File: config.mk
export PLATFORM = sky130hd
export DESIGN_NAME = exchange_sort_with_order_core
export DESIGN_NICKNAME = d
export VERILOG_FILES = /design/src/rtl/esort_pkg.sv /design/src/rtl/esort_ram.sv /design/src/rtl/esort_cmp.sv /design/src/rtl/exchange_sort_with_order_core.sv
export SDC_FILE = /design/constraint.sdc
export NUM_CORES = 1
export LEC_CHECK = 0
export BUFFER_PORTS_ARGS = -buffer_cell sky130_fd_sc_hd__buf_2
export CAP_MARGIN = 25
export CORE_MARGIN = 2
export CORE_UTILIZATION = 62
export CTS_CLUSTER_DIAMETER = 60
export DETAILED_ROUTE_END_ITERATION = 7
export PLACE_DENSITY_LB_ADDON = 0.12
export SLEW_MARGIN = 10
export SYNTH_ARGS = -nofsm -noshare
export SYNTH_HDL_FRONTEND = slang
export SYNTH_SLANG_ARGS = --single-unit
File: constraint.sdc
create_clock -name clk_i -period 5.2 [get_ports clk_i]
set_input_delay 0.26 -clock clk_i [delete_from_list [all_inputs] [get_ports clk_i]]
set_output_delay 0.26 -clock clk_i [all_outputs]
set_load 0.02 [all_outputs]
File: src/rtl/esort_pkg.sv
// Shared types and constants for the exchange sort block.
`timescale 1ns / 1ps
`default_nettype none
package esort_pkg;

  // element width is fixed by the data format
  localparam int unsigned DataW        = 32;
  // default store depth
  localparam int unsigned DefaultDepth = 16;

  typedef logic signed [DataW-1:0] elem_t;

  typedef enum logic [2:0] {
    ST_LOAD,      // collecting elements
    ST_SORT_LD,   // first pass: fetch slot 0
    ST_SORT_LDW,  // latch slot i, fetch slot j
    ST_SORT_CMP,  // compare slot i with slot j
    ST_SORT_WB,   // write slot i back, fetch next slot i
    ST_EMIT_RD,   // fetch slot k for output
    ST_EMIT_OUT   // hand slot k to the output register
  } state_e;

endpackage
`default_nettype wire

File: src/rtl/esort_ram.sv
// Generic single-write, single-read RAM with registered read data.
`timescale 1ns / 1ps
`default_nettype none
module esort_ram #(
  parameter int unsigned WIDTH = 32,
  parameter int unsigned DEPTH = 16,
  localparam int unsigned AddrW = (DEPTH > 1) ? $clog2(DEPTH) : 1
) (
  input  wire logic             clk_i,
  input  wire logic             we_i,
  input  wire logic [AddrW-1:0] waddr_i,
  input  wire logic [WIDTH-1:0] wdata_i,
  input  wire logic [AddrW-1:0] raddr_i,
  output logic      [WIDTH-1:0] rdata_o
);

  logic [WIDTH-1:0] mem_q [DEPTH];

  always_ff @(posedge clk_i) begin
    if (we_i) begin
      mem_q[waddr_i] <= wdata_i;
    end
    rdata_o <= mem_q[raddr_i];
  end

endmodule
`default_nettype wire

File: src/rtl/esort_cmp.sv
// Shared compare-exchange unit: signed compare and swap select.
`timescale 1ns / 1ps
`default_nettype none
module esort_cmp import esort_pkg::*; (
  input  wire elem_t cur_i,        // value held for slot i
  input  wire elem_t cand_i,       // value read from slot j
  input  wire logic  descending_i,
  output logic       swap_o,
  output elem_t      keep_o,       // new value for slot i
  output elem_t      spill_o       // value to write to slot j
);

  always_comb begin
    swap_o  = descending_i ? (cand_i > cur_i) : (cur_i > cand_i);
    keep_o  = swap_o ? cand_i : cur_i;
    spill_o = cur_i;
  end

endmodule
`default_nettype wire

File: src/rtl/exchange_sort_with_order_core.sv
// Top level of the exchange sort block: load, sort and emit sequencer.
`timescale 1ns / 1ps
`default_nettype none
// Collects signed 32-bit elements, one per input transaction, into a store of
// DEPTH words until a transaction with last_in_i set arrives; elements beyond
// DEPTH are dropped and every result of that set carries overflow_o. The set is
// then sorted in place by exchange sort (slot i against every later slot j)
// and sent out in order, the final result with last_out_o set. The order comes
// from the one configuration bit: 0 ascending, 1 descending; write it only
// while the block is idle. The sort compares one slot pair at a time through the
// single compare-exchange unit and the single read port of the store. Each
// result is then read from the store and loaded into the output register,
// which out_stall_i can hold. The input is stalled from the last element until
// the final result has been loaded into the output register; the next set can
// start loading while that result waits.
module exchange_sort_with_order_core import esort_pkg::*; #(
  parameter int unsigned DEPTH = DefaultDepth
) (
  input  wire logic             clk_i,
  input  wire logic             rst_ni,
  // configuration
  input  wire logic             cfg_valid_i,
  output logic                  cfg_ready_o,
  input  wire logic             cfg_sort_descending_i,
  // input channel
  input  wire logic             in_valid_i,
  output logic                  in_stall_o,
  input  wire logic signed [DataW-1:0] value_i,
  input  wire logic             last_in_i,
  // output channel
  output logic                  out_valid_o,
  input  wire logic             out_stall_i,
  output logic signed [DataW-1:0] sorted_value_o,
  output logic                  last_out_o,
  output logic                  overflow_o
);

  localparam int unsigned IdxW = $clog2(DEPTH);
  localparam int unsigned CntW = $clog2(DEPTH + 1);
  localparam logic [CntW-1:0] CntDepth = CntW'(DEPTH);
  localparam logic [CntW-1:0] CntOne   = CntW'(1);
  localparam logic [CntW-1:0] CntTwo   = CntW'(2);

  state_e state_q, state_d;

  logic            desc_q;
  logic [CntW-1:0] count_q, count_d;   // stored elements of current set
  logic            ovf_q, ovf_d;       // an element of this set was dropped
  logic [IdxW-1:0] i_q, i_d;           // outer slot
  logic [IdxW-1:0] j_q, j_d;           // inner slot
  logic [IdxW-1:0] k_q, k_d;           // emit slot
  elem_t           cur_q, cur_d;       // running value of slot i

  // output register
  logic  out_valid_q, out_valid_d;
  elem_t out_value_q;
  logic  out_last_q;
  logic  out_ovf_q;
  logic  out_load;
  logic  out_free;

  // store ports
  logic            ram_we;
  logic [IdxW-1:0] ram_waddr;
  elem_t           ram_wdata;
  logic [IdxW-1:0] ram_raddr;
  logic [DataW-1:0] ram_rdata;
  elem_t           rd_elem;

  // compare-exchange unit
  logic  cmp_swap;
  elem_t cmp_keep;
  elem_t cmp_spill;

  logic            in_fire;
  logic [CntW-1:0] cnt_last;
  logic            j_at_end;
  logic            more_passes;
  logic            k_at_end;

  assign cfg_ready_o    = 1'b1;
  assign in_stall_o     = (state_q != ST_LOAD);
  assign in_fire        = in_valid_i && !in_stall_o;
  assign out_valid_o    = out_valid_q;
  assign sorted_value_o = out_value_q;
  assign last_out_o     = out_last_q;
  assign overflow_o     = out_ovf_q;
  assign out_free       = !out_valid_q || !out_stall_i;

  assign rd_elem     = elem_t'(ram_rdata);
  assign cnt_last    = count_q - CntOne;
  assign j_at_end    = (CntW'(j_q) == cnt_last);
  // another pass remains if the next slot i is still below n-1
  assign more_passes = ((CntW'(i_q) + CntOne) < cnt_last);
  assign k_at_end    = (CntW'(k_q) == cnt_last);

  esort_ram #(
    .WIDTH (DataW),
    .DEPTH (DEPTH)
  ) u_store (
    .clk_i   (clk_i),
    .we_i    (ram_we),
    .waddr_i (ram_waddr),
    .wdata_i (ram_wdata),
    .raddr_i (ram_raddr),
    .rdata_o (ram_rdata)
  );

  esort_cmp u_cmp (
    .cur_i        (cur_q),
    .cand_i       (rd_elem),
    .descending_i (desc_q),
    .swap_o       (cmp_swap),
    .keep_o       (cmp_keep),
    .spill_o      (cmp_spill)
  );

  // next state
  always_comb begin
    state_d = state_q;
    unique case (state_q)
      ST_LOAD: begin
        if (in_fire && last_in_i) begin
          state_d = (count_d >= CntTwo) ? ST_SORT_LD : ST_EMIT_RD;
        end
      end
      ST_SORT_LD:  state_d = ST_SORT_LDW;
      ST_SORT_LDW: state_d = ST_SORT_CMP;
      ST_SORT_CMP: begin
        if (j_at_end) begin
          state_d = ST_SORT_WB;
        end
      end
      ST_SORT_WB:  state_d = more_passes ? ST_SORT_LDW : ST_EMIT_RD;
      ST_EMIT_RD:  state_d = ST_EMIT_OUT;
      ST_EMIT_OUT: begin
        if (out_free) begin
          state_d = k_at_end ? ST_LOAD : ST_EMIT_RD;
        end
      end
      default:     state_d = ST_LOAD;
    endcase
  end

  // datapath and store control
  always_comb begin
    count_d   = count_q;
    ovf_d     = ovf_q;
    i_d       = i_q;
    j_d       = j_q;
    k_d       = k_q;
    cur_d     = cur_q;
    ram_we    = 1'b0;
    ram_waddr = i_q;
    ram_wdata = cur_q;
    ram_raddr = i_q;
    out_load  = 1'b0;
    unique case (state_q)
      ST_LOAD: begin
        k_d = '0;
        if (in_fire) begin
          if (count_q < CntDepth) begin
            ram_we    = 1'b1;
            ram_waddr = IdxW'(count_q);
            ram_wdata = value_i;
            count_d   = count_q + CntOne;
          end else begin
            ovf_d = 1'b1;
          end
        end
      end
      ST_SORT_LD: begin
        ram_raddr = '0;
        i_d       = '0;
        j_d       = IdxW'(1);
      end
      ST_SORT_LDW: begin
        cur_d     = rd_elem;
        ram_raddr = j_q;
      end
      ST_SORT_CMP: begin
        // slot j gets the old slot i value when the pair is out of order
        ram_we    = cmp_swap;
        ram_waddr = j_q;
        ram_wdata = cmp_spill;
        cur_d     = cmp_keep;
        ram_raddr = j_q + IdxW'(1);
        if (!j_at_end) begin
          j_d = j_q + IdxW'(1);
        end
      end
      ST_SORT_WB: begin
        ram_we    = 1'b1;
        ram_waddr = i_q;
        ram_wdata = cur_q;
        ram_raddr = i_q + IdxW'(1);
        i_d       = i_q + IdxW'(1);
        j_d       = i_q + IdxW'(2);
      end
      ST_EMIT_RD: begin
        ram_raddr = k_q;
      end
      ST_EMIT_OUT: begin
        ram_raddr = k_q;
        if (out_free) begin
          out_load = 1'b1;
          if (k_at_end) begin
            count_d = '0;
            ovf_d   = 1'b0;
          end else begin
            k_d = k_q + IdxW'(1);
          end
        end
      end
      default: ;
    endcase
  end

  always_comb begin
    if (out_load) begin
      out_valid_d = 1'b1;
    end else if (out_stall_i) begin
      out_valid_d = out_valid_q;
    end else begin
      out_valid_d = 1'b0;
    end
  end

  // control registers
  always_ff @(posedge clk_i or negedge rst_ni) begin
    if (!rst_ni) begin
      state_q     <= ST_LOAD;
      desc_q      <= 1'b0;
      count_q     <= '0;
      ovf_q       <= 1'b0;
      i_q         <= '0;
      j_q         <= '0;
      k_q         <= '0;
      out_valid_q <= 1'b0;
    end else begin
      state_q     <= state_d;
      count_q     <= count_d;
      ovf_q       <= ovf_d;
      i_q         <= i_d;
      j_q         <= j_d;
      k_q         <= k_d;
      out_valid_q <= out_valid_d;
      if (cfg_valid_i && cfg_ready_o) begin
        desc_q <= cfg_sort_descending_i;
      end
    end
  end

  // payload registers
  always_ff @(posedge clk_i) begin
    cur_q <= cur_d;
    if (out_load) begin
      out_value_q <= rd_elem;
      out_last_q  <= k_at_end;
      out_ovf_q   <= ovf_q;
    end
  end

endmodule
`default_nettype wire

==> out/qor.yml <==
die:
  core_mm2: 0.0400
  fp.dieH_um: 206
  die_x_um: 206
  rows: 73
  ios: 76
  dieArea_mm2: 0.0424
  initial_core_util: 0.631
timing:
  worst_slew_pin_slew_ns: 1.13
  slew_headroom: 0.244
  setup_tns_ns: 0
  rsz0062_at_grt: "false"
  fin_crit_sh: 0.856
  finClkSkew_ns: 0.0212
  hold_viol_final: 0
  drv_slew: 0
  setup_viol: 0
  fmax_mhz: 225
  layout_min_cycle_time_ns: 4.45
route:
  vias_per_cell: 6.35
  ant_nets: 0
  totalWireLength_um: 54700
  drc: 0
  dr.pass1.iters: 5
  initialDrtViolationCount: 1389
  route.vias.total: 13200
  post_drt_wl_per_cell_um: 26.3
cts:
  cts_tree: "built"
  post_cts_buffers: 0
  cts-root-buf: "clkbuf_16"
  cts_sinks: 633
  path_clk_slew_ns: 0.07
  numCtsBuffers: 59
  cts_resized: 0
  clkLatencyLatePin_ns: 0.61
  h-tree-depth: 2
  clockBufferDepth: 3
power_and_ir_drop:
  p_sw_frac: 0.353
  ir_worst_vdd_uv: 454
  power_leakage_nw: 9.88
  power_density_mw_per_mm2: 703
  intPower_mw: 13.0
  finalPower_mw: 20.1
  p_clk_frac: 0.215
  p_seq_frac: 0.386
  p_comb_frac: 0.399
  switching_power_mw: 7.09
global_routing:
  grt_max_degree: 61
  antenna_found_initial: 1
  grt_pass1_vias: 13300
  grt_use_total: 0.267
  grt.overflow.total: 0
  grt_pass1_wl_um: 82100
yosys:
  synth_commonest_cells: "578 x edfxtp_1, 169 x nand2_1, 128 x mux4_2"
  synth_top_area_frac: 0.687
  ys_seq_area_frac: 0.735
  synth_edf_count: 578
  synthArstFlopShare: 0.0363
  synthMostInstantiatedCell: "edfxtp_1"
  ys_top_cells_by_area: "edfxtp_1 69%, mux4_2 11%, dfxtp_1 2.5%, nand2_1 2.5%, dfrtp_1 2.3%"
  yosys.area.top_type: "edfxtp_1"
  avgSynthCellArea_um2: 18.1
  ys_warn_count: 0
  ys_seq_elements: 633
  syn_nets: 1476
  ys.flop_type: "edfxtp_1"
  netlist_instances: 1395
  syn_area_mm2: 0.0253
  synth.distinct_cells: 69
finish:
  drive_above_1_share: 0.236
  final.fill_count: 2455
  syn_to_final_growth_pct: 13.1
  num-nets-final: 1585
setup_path:
  path_class: "flip-flop to flip-flop"
  cp.required_ns: 5.48
  endpoint_kind: "flip-flop"
  rr_startpoint: "cur_q[27]$_DFFE_PP_"
  rr_worst_depth: 10
  critical_path_arrival_ns: 4.73
  cp_max_fo: 32
  r2r_end: "u_store.mem_q[2][24]$_DFFE_PP_"
  cp-start-kind: "flip-flop"
  r2r_setup_slack_ns: 0.75
min_path:
  hold_class: "primary input to async pin"
placed_design:
  dpl.hpwl_um: 32600
  port_buffers: 74
  gp_congestion: 0.853
flow_run:
  drv_cap: 0
status:
  run_status: "completed"
## per-stage QoR
stage,hold slack [ns],utilization,instances,worst slack (ns),instance area (um2)
final,0.179,0.714,2079,0.749,28600
after CTS,0.165,0.713,2077,0.747,28500
after global placement,0.274,0.662,1959,0.475,26500
after detailed placement,0.285,0.664,1962,0.764,26600
after global routing,0.218,0.714,2078,0.600,28600
after floorplan,-0.0356,-,1395,1.32,25300
## critical path, stage by stage, from the launching register on
cell and delay [ns]:
edfxtp_1 0.40, ha_1 0.31, nand4_1 0.26, nor2_1 0.09, a311oi_1 0.61, o21ai_0 0.21
nor4_1 0.68, mux2i_4 0.83, buf_4 0.34, nor2_4 0.05, buf_4 0.31
## power by group through the flow
stage	Clock (mW)	Combinational (mW)	Sequential (mW)
final	4.32	8.02	7.76
after global routing	4.56	8.70	7.84
after CTS	4.37	8.07	7.75
after detailed placement	0	8.00	7.84
after global placement	0	7.83	7.79
after floorplan	0	5.62	7.73
## area by class of cell
| class | count | area [um2] | share of cell area |
|---|---|---|---|
| Clock buffer | 79 | 1610 | 0.0565 |
| Timing Repair Buffer | 117 | 903 | 0.0316 |
| Clock inverter | 31 | 320 | 0.0112 |
| Tap cell | 525 | 657 | 0.0230 |
| Inverter | 39 | 146 | 0.00512 |
| Multi-Input combinational cell | 654 | 6360 | 0.222 |
| Sequential cell | 633 | 18600 | 0.650 |
| Antenna cell | 1 | 2.50 | 0.0000876 |
## per-layer routing
| metal | share of wire | GRT usage | up-vias |
|---|---|---|---|
| li1 | - | - | 5747 |
| met1 | 0.42 | 0.391 | 6829 |
| met2 | 0.48 | 0.424 | 550 |
| met3 | 0.072 | 0.0435 | 80 |
| met4 | 0.024 | 0.0814 | 0 |
| met5 | 0 | 0 | - |
## how the worst max path moves through the flow
stage	startpoint	end	slack, ns	cells after the start
floorplan	cur_q[1]$_DFFE_PP_	u_store.mem_q[10][0]$_DFFE_PP_	1.32	9
global placement	cur_q[31]$_DFFE_PP_	u_store.mem_q[2][16]$_DFFE_PP_	0.48	10
detailed placement	cur_q[27]$_DFFE_PP_	u_store.mem_q[2][18]$_DFFE_PP_	0.76	10
CTS	cur_q[27]$_DFFE_PP_	u_store.mem_q[2][12]$_DFFE_PP_	0.75	10
global route	u_store.rdata_o[25]$_DFF_P_	u_store.mem_q[2][12]$_DFFE_PP_	0.60	11
finish	cur_q[27]$_DFFE_PP_	u_store.mem_q[2][24]$_DFFE_PP_	0.75	10
## sequential cells by signal, summed over array words and instances, names as in the netlist
name	flops
u_store.rdata_o	32
u_store.mem_q	512
last_out_o	1
count_q	5
k_q	4
out_valid_o	1
state_q	3
i_q	4
overflow_o	1
ovf_q	1
cur_q	32
desc_q	1
j_q	4
sorted_value_o	32
## cell usage in the layout, fill, tap and decap left out, types with 4 or more instances in the layout
| cell type | netlist | routed |
|---|---|---|
| edfxtp_1 | 578 | 578 |
| xnor2_1 | 9 | 9 |
| nor2_1 | 47 | 29 |
| nand2_1 | 169 | 169 |
| dlygate4sd3_1 | 0 | 5 |
| a221o_1 | 5 | 5 |
| and3_1 | 7 | 7 |
| clkinv_2 | 0 | 16 |
| nor2b_1 | 9 | 9 |
| nand4_1 | 8 | 8 |
| ha_1 | 42 | 42 |
| buf_12 | 0 | 11 |
| clkbuf_16 | 0 | 61 |
| a21oi_1 | 28 | 27 |
| clkinv_1 | 1 | 9 |
| buf_4 | 8 | 24 |
| mux4_2 | 128 | 128 |
| dfrtp_1 | 23 | 23 |
| mux2_2 | 4 | 4 |
| nor3_1 | 8 | 8 |
| o211ai_1 | 6 | 6 |
| a221oi_1 | 6 | 6 |
| buf_2 | 34 | 74 |
| nor2_4 | 0 | 20 |
| o21ai_0 | 20 | 19 |
| a31oi_1 | 6 | 6 |
| inv_1 | 36 | 36 |
| nand3_1 | 14 | 14 |
| a21o_1 | 4 | 4 |
| clkbuf_1 | 12 | 16 |
| bufinv_16 | 0 | 7 |
| dfxtp_1 | 32 | 32 |
| xor2_1 | 11 | 11 |
| a22oi_1 | 64 | 64 |
## cell families after synthesis
kind of cell / count (synthesis) / share of synthesized area
other: 1 / 0.000148
XOR/XNOR: 22 / 0.00852
buffers and inverters: 108 / 0.0213
AND/OR/NAND/NOR: 286 / 0.0505
multiplexers: 135 / 0.117
adder cells (fa/ha/maj): 42 / 0.0208
flip-flops: 633 / 0.735
AO/OA/AOI/OAI: 168 / 0.0464
## timing repair
action                                 CTS  global route
setup endpoints to repair                0             0
endpoints found under the hold margin   26             0
hold buffers                             5             0
No activity file was read; power rests on OpenSTA's default activity.
